$ cat src/hdl/aocs_pkg.sv
`timescale 1ns / 1ps

package aocs_pkg;

	// Fixed field geometry
	localparam int CHANNELS   = 4;
	localparam int SAMPLE_W   = 12;
	localparam int GAIN_W     = 16;
	localparam int CURRENT_W  = 29;
	localparam int IN_DATA_W  = 48;   // 4 x 12 bits, already byte aligned
	localparam int OUT_DATA_W = 120;  // 4 x 29 bits, padded to 15 bytes
	localparam int OUT_PAD_W  = OUT_DATA_W - CHANNELS * CURRENT_W;

	// Default calibration lengths
	localparam int CAL_SAMPLES_DEF    = 256;
	localparam int SETTLE_SAMPLES_DEF = 10;

	// Register map
	localparam int ADDR_W   = 3;
	localparam int PDATA_W  = 32;
	localparam logic REG_CURRENT_GAIN = 1'b0;  // word index, paddr[2]
	localparam logic [GAIN_W-1:0] GAIN_RESET = GAIN_W'(1);

	typedef logic [SAMPLE_W-1:0]         sample_t;
	typedef logic [GAIN_W-1:0]           gain_t;
	typedef logic signed [CURRENT_W-1:0] current_t;

	// Per-beat strobes from the controller to every lane
	typedef struct packed {
		logic s1_en;     // beat accepted into stage 1
		logic acc_en;    // add this beat into the offset sums
		logic s2_en;     // stage 1 moves into the output register
		logic load_s1;   // stage 1 holds the last calibration beat
	} lane_ctl_t;

endpackage

$ cat src/hdl/adc_offset_calibrate_and_scale_core.sv
`timescale 1ns / 1ps

// ADC zero-offset calibration and gain scaling. Each input beat carries one
// sample set of four 12-bit channels; each output beat carries, per channel,
// (offset - sample) * current_gain as a 29-bit signed current, plus the
// calibrated flag. After reset the first CAL_SAMPLES sets are summed per
// channel and each offset becomes floor(sum / CAL_SAMPLES), applied from the
// following set on; calibrated rises SETTLE_SAMPLES sets later and stays
// high until reset. The block takes one set per clock cycle unless m_tready
// holds the output back; each beat passes through a sample register, then the
// per-lane subtract and 13x17 gain multiply into the output register. The
// offset divide is a reciprocal multiply done as the last calibration set
// leaves the first stage. No clearing pass is needed after reset. Write
// current_gain only while the block is idle.
module adc_offset_calibrate_and_scale_core #(
	parameter int CAL_SAMPLES    = aocs_pkg::CAL_SAMPLES_DEF,
	parameter int SETTLE_SAMPLES = aocs_pkg::SETTLE_SAMPLES_DEF
) (
	input  logic                              clk,
	input  logic                              arst_n,
	// input stream
	input  logic                              s_tvalid,
	output logic                              s_tready,
	input  logic [aocs_pkg::IN_DATA_W-1:0]    s_tdata,   // sample_a, sample_b, sample_c, sample_d
	// output stream
	output logic                              m_tvalid,
	input  logic                              m_tready,
	output logic [aocs_pkg::OUT_DATA_W-1:0]   m_tdata,   // current_a, current_b, current_c, current_d, zero pad
	output logic                              m_tuser,   // calibrated
	// register port
	input  logic                              psel,
	input  logic                              penable,
	input  logic                              pwrite,
	input  logic [aocs_pkg::ADDR_W-1:0]       paddr,
	input  logic [aocs_pkg::PDATA_W-1:0]      pwdata,
	output logic [aocs_pkg::PDATA_W-1:0]      prdata,
	output logic                              pready
);
	import aocs_pkg::*;

	gain_t     gain_q;
	lane_ctl_t ctl;
	sample_t   sample [CHANNELS];
	current_t  current [CHANNELS];

	// Register port
	assign pready = 1'b1;

	always_ff @(posedge clk or negedge arst_n) begin
		if (!arst_n) begin
			gain_q <= GAIN_RESET;
		end else if (psel && penable && pwrite && pready && (paddr[2] == REG_CURRENT_GAIN)) begin
			gain_q <= pwdata[GAIN_W-1:0];
		end
	end

	assign prdata = (paddr[2] == REG_CURRENT_GAIN) ? PDATA_W'(gain_q) : '0;

	aocs_ctrl #(
		.CAL_SAMPLES    (CAL_SAMPLES),
		.SETTLE_SAMPLES (SETTLE_SAMPLES)
	) u_ctrl (
		.clk        (clk),
		.arst_n     (arst_n),
		.s_tvalid   (s_tvalid),
		.s_tready   (s_tready),
		.m_tvalid   (m_tvalid),
		.m_tready   (m_tready),
		.ctl        (ctl),
		.calibrated (m_tuser)
	);

	// One lane per channel
	for (genvar ch = 0; ch < CHANNELS; ch++) begin : g_lane
		assign sample[ch] = s_tdata[ch*SAMPLE_W +: SAMPLE_W];

		aocs_lane #(
			.CAL_SAMPLES (CAL_SAMPLES)
		) u_lane (
			.clk     (clk),
			.arst_n  (arst_n),
			.ctl     (ctl),
			.sample  (sample[ch]),
			.gain    (gain_q),
			.current (current[ch])
		);
	end

	// Merge lane results into the output beat
	always_comb begin
		m_tdata = '0;
		for (int ch = 0; ch < CHANNELS; ch++) begin
			m_tdata[ch*CURRENT_W +: CURRENT_W] = current[ch];
		end
	end

endmodule

$ cat src/hdl/aocs_lane.sv
`timescale 1ns / 1ps

module aocs_lane #(
	parameter int CAL_SAMPLES = aocs_pkg::CAL_SAMPLES_DEF
) (
	input  logic                 clk,
	input  logic                 arst_n,
	input  aocs_pkg::lane_ctl_t  ctl,
	input  aocs_pkg::sample_t    sample,
	input  aocs_pkg::gain_t      gain,
	output aocs_pkg::current_t   current
);
	import aocs_pkg::*;

	// Accumulator width and reciprocal for an exact floor(sum / CAL_SAMPLES)
	localparam int DIV_L  = $clog2(CAL_SAMPLES);
	localparam int SUM_W  = SAMPLE_W + DIV_L;
	localparam int RCP_W  = SUM_W + 1;
	localparam int DIV_K  = SUM_W + DIV_L;
	localparam longint unsigned RCP_FULL =
		((64'd1 << DIV_K) + 64'(CAL_SAMPLES) - 64'd1) / 64'(CAL_SAMPLES);
	localparam logic [RCP_W-1:0] RECIP = RCP_W'(RCP_FULL);
	localparam int QP_W = SUM_W + RCP_W;

	logic [SUM_W-1:0]                 sum_q;
	sample_t                          offset_q;
	sample_t                          sample_s1;
	current_t                         current_s2;
	logic [QP_W-1:0]                  quot_prod;
	logic signed [SAMPLE_W:0]         diff;
	logic signed [SAMPLE_W+GAIN_W+1:0] prod;

	// Offset sum and offset; the offset switches when the last
	// calibration beat leaves stage 1, so that beat still sees the old one
	assign quot_prod = QP_W'(sum_q) * QP_W'(RECIP);

	always_ff @(posedge clk or negedge arst_n) begin
		if (!arst_n) begin
			sum_q    <= '0;
			offset_q <= '0;
		end else begin
			if (ctl.acc_en) begin
				sum_q <= sum_q + SUM_W'(sample);
			end
			if (ctl.s2_en && ctl.load_s1) begin
				offset_q <= quot_prod[DIV_K +: SAMPLE_W];
			end
		end
	end

	// Stage 1: sample register
	always_ff @(posedge clk) begin
		if (ctl.s1_en) begin
			sample_s1 <= sample;
		end
	end

	// Stage 2: (offset - sample) * gain
	assign diff = $signed({1'b0, offset_q}) - $signed({1'b0, sample_s1});
	assign prod = diff * $signed({1'b0, gain});

	always_ff @(posedge clk) begin
		if (ctl.s2_en) begin
			current_s2 <= prod[CURRENT_W-1:0];
		end
	end

	assign current = current_s2;

endmodule

$ cat src/hdl/aocs_ctrl.sv
`timescale 1ns / 1ps

module aocs_ctrl #(
	parameter int CAL_SAMPLES    = aocs_pkg::CAL_SAMPLES_DEF,
	parameter int SETTLE_SAMPLES = aocs_pkg::SETTLE_SAMPLES_DEF
) (
	input  logic                clk,
	input  logic                arst_n,
	input  logic                s_tvalid,
	output logic                s_tready,
	output logic                m_tvalid,
	input  logic                m_tready,
	output aocs_pkg::lane_ctl_t ctl,
	output logic                calibrated
);
	import aocs_pkg::*;

	localparam int CNT_W = $clog2(CAL_SAMPLES + SETTLE_SAMPLES + 1);
	localparam logic [CNT_W-1:0] CAL_CNT  = CNT_W'(CAL_SAMPLES);
	localparam logic [CNT_W-1:0] LAST_CAL = CNT_W'(CAL_SAMPLES - 1);
	localparam logic [CNT_W-1:0] DONE_CNT = CNT_W'(CAL_SAMPLES + SETTLE_SAMPLES);

	logic             v1_q;
	logic             v2_q;
	logic [CNT_W-1:0] cnt_q;
	logic [CNT_W-1:0] cnt_inc;
	logic             done_q;
	logic             load_s1;
	logic             cal_s1;
	logic             cal_s2;
	logic             accept;
	logic             adv;
	logic             acc_en;
	logic             done_nxt;

	// Two-stage handshake: output register frees, stage 1 moves on
	assign adv      = v1_q && (!v2_q || m_tready);
	assign s_tready = !v1_q || !v2_q || m_tready;
	assign accept   = s_tvalid && s_tready;

	// Calibration bookkeeping for the accepted beat
	assign cnt_inc  = cnt_q + 1'b1;
	assign acc_en   = accept && !done_q && (cnt_q < CAL_CNT);
	assign done_nxt = done_q || (cnt_inc >= DONE_CNT);

	always_ff @(posedge clk or negedge arst_n) begin
		if (!arst_n) begin
			v1_q    <= 1'b0;
			v2_q    <= 1'b0;
			cnt_q   <= '0;
			done_q  <= 1'b0;
			load_s1 <= 1'b0;
		end else begin
			if (accept) begin
				v1_q <= 1'b1;
			end else if (adv) begin
				v1_q <= 1'b0;
			end
			if (adv) begin
				v2_q <= 1'b1;
			end else if (m_tready) begin
				v2_q <= 1'b0;
			end
			if (accept) begin
				load_s1 <= acc_en && (cnt_q == LAST_CAL);
				if (!done_q) begin
					cnt_q  <= cnt_inc;
					done_q <= done_nxt;
				end
			end
		end
	end

	// Calibrated flag rides along with its beat
	always_ff @(posedge clk) begin
		if (accept) begin
			cal_s1 <= done_nxt;
		end
		if (adv) begin
			cal_s2 <= cal_s1;
		end
	end

	assign ctl.s1_en   = accept;
	assign ctl.acc_en  = acc_en;
	assign ctl.s2_en   = adv;
	assign ctl.load_s1 = load_s1;

	assign m_tvalid   = v2_q;
	assign calibrated = cal_s2;

endmodule
$ cat config.mk
export PLATFORM = sky130hd
export DESIGN_NAME = adc_offset_calibrate_and_scale_core
export DESIGN_NICKNAME = d
export VERILOG_FILES = /design/src/hdl/aocs_pkg.sv /design/src/hdl/adc_offset_calibrate_and_scale_core.sv /design/src/hdl/aocs_lane.sv /design/src/hdl/aocs_ctrl.sv
export SDC_FILE = /design/constraint.sdc
export NUM_CORES = 2
export LEC_CHECK = 0
export ABC_AREA = 0
export BUFFER_PORTS_ARGS = -buffer_cell sky130_fd_sc_hd__buf_2
export CAP_MARGIN = 20
export CELL_PAD_IN_SITES_DETAIL_PLACEMENT = 1
export CELL_PAD_IN_SITES_GLOBAL_PLACEMENT = 2
export CORE_MARGIN = 4
export CORE_UTILIZATION = 45
export DETAILED_ROUTE_END_ITERATION = 8
export PLACE_DENSITY_LB_ADDON = 0.1
export SLEW_MARGIN = 20
export SYNTH_ARGS = -nofsm -noshare
export SYNTH_HDL_FRONTEND = slang
export SYNTH_SLANG_ARGS = --single-unit
$ cat constraint.sdc
create_clock -name clk -period 22.5 [get_ports clk]
set_clock_uncertainty 0.2 [all_clocks]
set_input_delay 3.375 -clock clk [delete_from_list [all_inputs] [get_ports clk]]
set_output_delay 3.375 -clock clk [all_outputs]
set_load 0.02 [all_outputs]
==> results.toml <==
[clocking]
cts-resized-gates = 0
clock_latency_of_the_later_clocked_register_in_the_worst_skew_pair_ps = 630
clock_path_buffers = 3
cts_made_buffers = 41
clock_tree.root_cell = "sky130_fd_sc_hd__clkbuf_16"
path_clk_slew_ps = 60
clock-sinks = 323
cts-hold-fix-buffers = 0
htreeDepth = 2
cts_tree = "built"
post_cts_buffers = 0

[floorplan]
die_x_um = 319
boundaryPins = 246
dieHeight_um = 319
core_area_mm2 = 0.0954
total_die_area_mm2 = 0.102
initial_standard_cell_utilization_of_the_core_pct = 45.5
placement_rows = 113

[routing]
route.vias.total = 31000
avgViaCountPerCell = 5.23
first_iter_violations = 1227
wl_per_cell_um = 19.1
final_antenna_net_count = 0
drt_wl_total_mm = 113
drt_pass1_iterations = 5
drc = 0

[sta]
final-hold-violation-count = 0
slew_viol_final = 0
post-route-period-util_pct = 39.5
actual_transition_at_the_worst_max_transition_pin_ps = 1080
finalSetupTns_ps = 0
final_report_setup_violation_count = 0
layout_min_cycle_time_ps = 8880
slew_headroom_pct = 27.7
maxClockFrequency_mhz = 113
setup_repair_after_global_routing_missed_its_margin = "false"

[synth]
synth_warnings = 0
synth.cell_area_mm2 = 0.0434
netlist-cell-type-count = 73
syn-mean-instance-area_um2 = 9.69
synth-seq-cells = 323
synth_cells = 4485
share_of_synthesized_area_occupied_by_flip_flops_and_latches_pct = 20.5
async_flop_share_pct = 48.6
synth_top_flop_cell = "sky130_fd_sc_hd__edfxtp_1"
post_synth_edffs = 166

[worst_setup_path]
crit_top_cell = "sky130_fd_sc_hd__fa_1"
critPathArrivalTime_ps = 9030
endpoint_kind = "flip-flop"
delay_of_the_slowest_critical_path_stage_ps = 810
crit_slowest_cell = "sky130_fd_sc_hd__xnor2_2"
timing.critical_path.fanout_max = 16
timing.critical_path.max_delay_family = "adder cells"
start_kind = "flip-flop"
timing_worst_setup_path_type = "reg -> reg"
critPathRequiredTime_ps = 22640
cp.buffers_inverters = 3

[global_route]
grt_max_degree = 75
antenna_found_initial = 10
grt_pass1_vias = 34500
global_route_wire_length_before_repair_mm = 187
global_route.overflow_total = 0
grt_resource_usage_total_pct = 22.9

[final_layout]
fillCellCount = 10800
drive_gt1_share_pct = 10.9
register_area_mm2 = 0.00893
areaGrowthSynthToFinish_pct = 8.95
multiInputGateArea_mm2 = 0.0312
mostFrequentLayoutCell = "sky130_fd_sc_hd__inv_1"
finish.net_count = 5823
layout.cells.most_common_list = "716 x sky130_fd_sc_hd__inv_1, 628 x sky130_fd_sc_hd__nand2_1, 624 x sky130_fd_sc_hd__fa_1"

[flow_run]
drv.max_cap_violation_count = 0

[worst_hold_path]
hold_path.class = "reg -> reg"

[placed_design]
place.port_buffers = 206
gp_congestion = 0.790
dp_hpwl_mm = 86.4

[outcome]
run_status = "finished, final reports clean"
[worst paths after layout]
kind                            slack (ps)                           end  cells past startpoint                           from
worst max-delay path                 13620  g_lane[2].u_lane.current[28]                     27  g_lane[2].u_lane.sample_s1[0]
worst min-delay path                   250             u_ctrl.calibrated                      0                  u_ctrl.cal_s1
worst max register to register       13620  g_lane[2].u_lane.current[28]                     27  g_lane[2].u_lane.sample_s1[0]
worst min register to register         250             u_ctrl.calibrated                      0                  u_ctrl.cal_s1
max in group asynchronous            17760                     gain_q[7]                      3                         arst_n
min in group asynchronous             2570               u_ctrl.cnt_q[3]                      1                         arst_n
[through the flow]
stage / hold slack (ps) / cell area [um^2] / setup slack [ps] / utilization (%) / cells
after floorplan: 200 / 43500 / 14800 / - / 4504
after CTS: 256 / 47300 / 13640 / 49.6 / 5916
final: 247 / 47300 / 13620 / 49.6 / 5920
after global routing: 264 / 47300 / 13030 / 49.6 / 5916
after global placement: 242 / 46000 / 13720 / 48.2 / 5840
after detailed placement: 241 / 46000 / 13690 / 48.2 / 5840
[synthesized netlist by cell type, types with 32 or more instances]
| cell | number | area [um^2] |
|---|---|---|
| sky130_fd_sc_hd__xor2_1 | 70 | 613 |
| sky130_fd_sc_hd__dfrtp_1 | 156 | 3900 |
| sky130_fd_sc_hd__nor2b_1 | 114 | 713 |
| sky130_fd_sc_hd__and2_1 | 161 | 1010 |
| sky130_fd_sc_hd__mux2_2 | 84 | 946 |
| sky130_fd_sc_hd__ha_1 | 491 | 6140 |
| sky130_fd_sc_hd__nand2_1 | 630 | 2360 |
| sky130_fd_sc_hd__nor3_1 | 39 | 195 |
| sky130_fd_sc_hd__clkbuf_1 | 179 | 672 |
| sky130_fd_sc_hd__nand2b_1 | 121 | 757 |
| sky130_fd_sc_hd__o21ai_0 | 110 | 551 |
| sky130_fd_sc_hd__a21oi_1 | 136 | 681 |
| sky130_fd_sc_hd__fa_1 | 624 | 12500 |
| sky130_fd_sc_hd__a21o_1 | 32 | 240 |
| sky130_fd_sc_hd__nand3_1 | 38 | 190 |
| sky130_fd_sc_hd__edfxtp_1 | 166 | 4980 |
| sky130_fd_sc_hd__xnor2_1 | 117 | 1020 |
| sky130_fd_sc_hd__nor2_1 | 165 | 619 |
| sky130_fd_sc_hd__inv_1 | 717 | 2690 |
[layout make-up]
type	count	area share (%)
clock buffer	57	2.40
clock inverter	19	0.473
timing repair buffer	275	3.29
multi-input combinational	3260	65.9
inverter	717	5.69
sequential	323	18.9
tap	1265	3.34
antenna	4	0.0211
[sequential cells by signal, summed over array words and instances (netlist names)]
register,count
g_lane.u_lane.offset_q,48
u_ctrl.v1_q,1
g_lane.u_lane.current,116
u_ctrl.calibrated,1
u_ctrl.m_tvalid,1
u_ctrl.cnt_q,9
u_ctrl.load_s1,1
u_ctrl.done_q,1
g_lane.u_lane.sum_q,80
gain_q,16
g_lane.u_lane.sample_s1,48
u_ctrl.cal_s1,1
[worst reg2reg max path: cells and delay by family, from the launching register on]
kind | cells | cell delay [ps]
xor gates and xnor gates | 2 | 970
adders and majority gates | 9 | 4030
and+or+nand+nor | 6 | 1370
DFF | 1 | 400
AOI/OAI and AO/OA | 7 | 1510
buffers and inverters | 3 | 150
[metal layers]
layer	vias to the layer above	global-route usage, %	part of all wire (%)
li1	14400	-	-
met1	16000	31.1	45
met2	438	39.5	49
met3	104	3.04	4.0
met4	2	4.46	1.9
met5	-	0	0.012
[logic make-up (layout without fill, tap and decap cells)]
group | Yosys count | count (layout) | share of synthesized area [%]
AND/OR/NAND/NOR | 1373 | 1373 | 15.1
adder cells (fa/ha/maj) | 1115 | 1115 | 42.9
buffers and inverters | 921 | 1068 | 8.16
AO/OA/AOI/OAI | 449 | 449 | 6.68
flip-flops | 323 | 323 | 20.5
XOR/XNOR | 187 | 187 | 3.77
multiplexers | 115 | 115 | 2.89
other | 2 | 25 | 0.0173
Power is left out: the tool's default activity adds up to more than one toggle a clock period on the data nets, which glitch-free logic cannot reach.
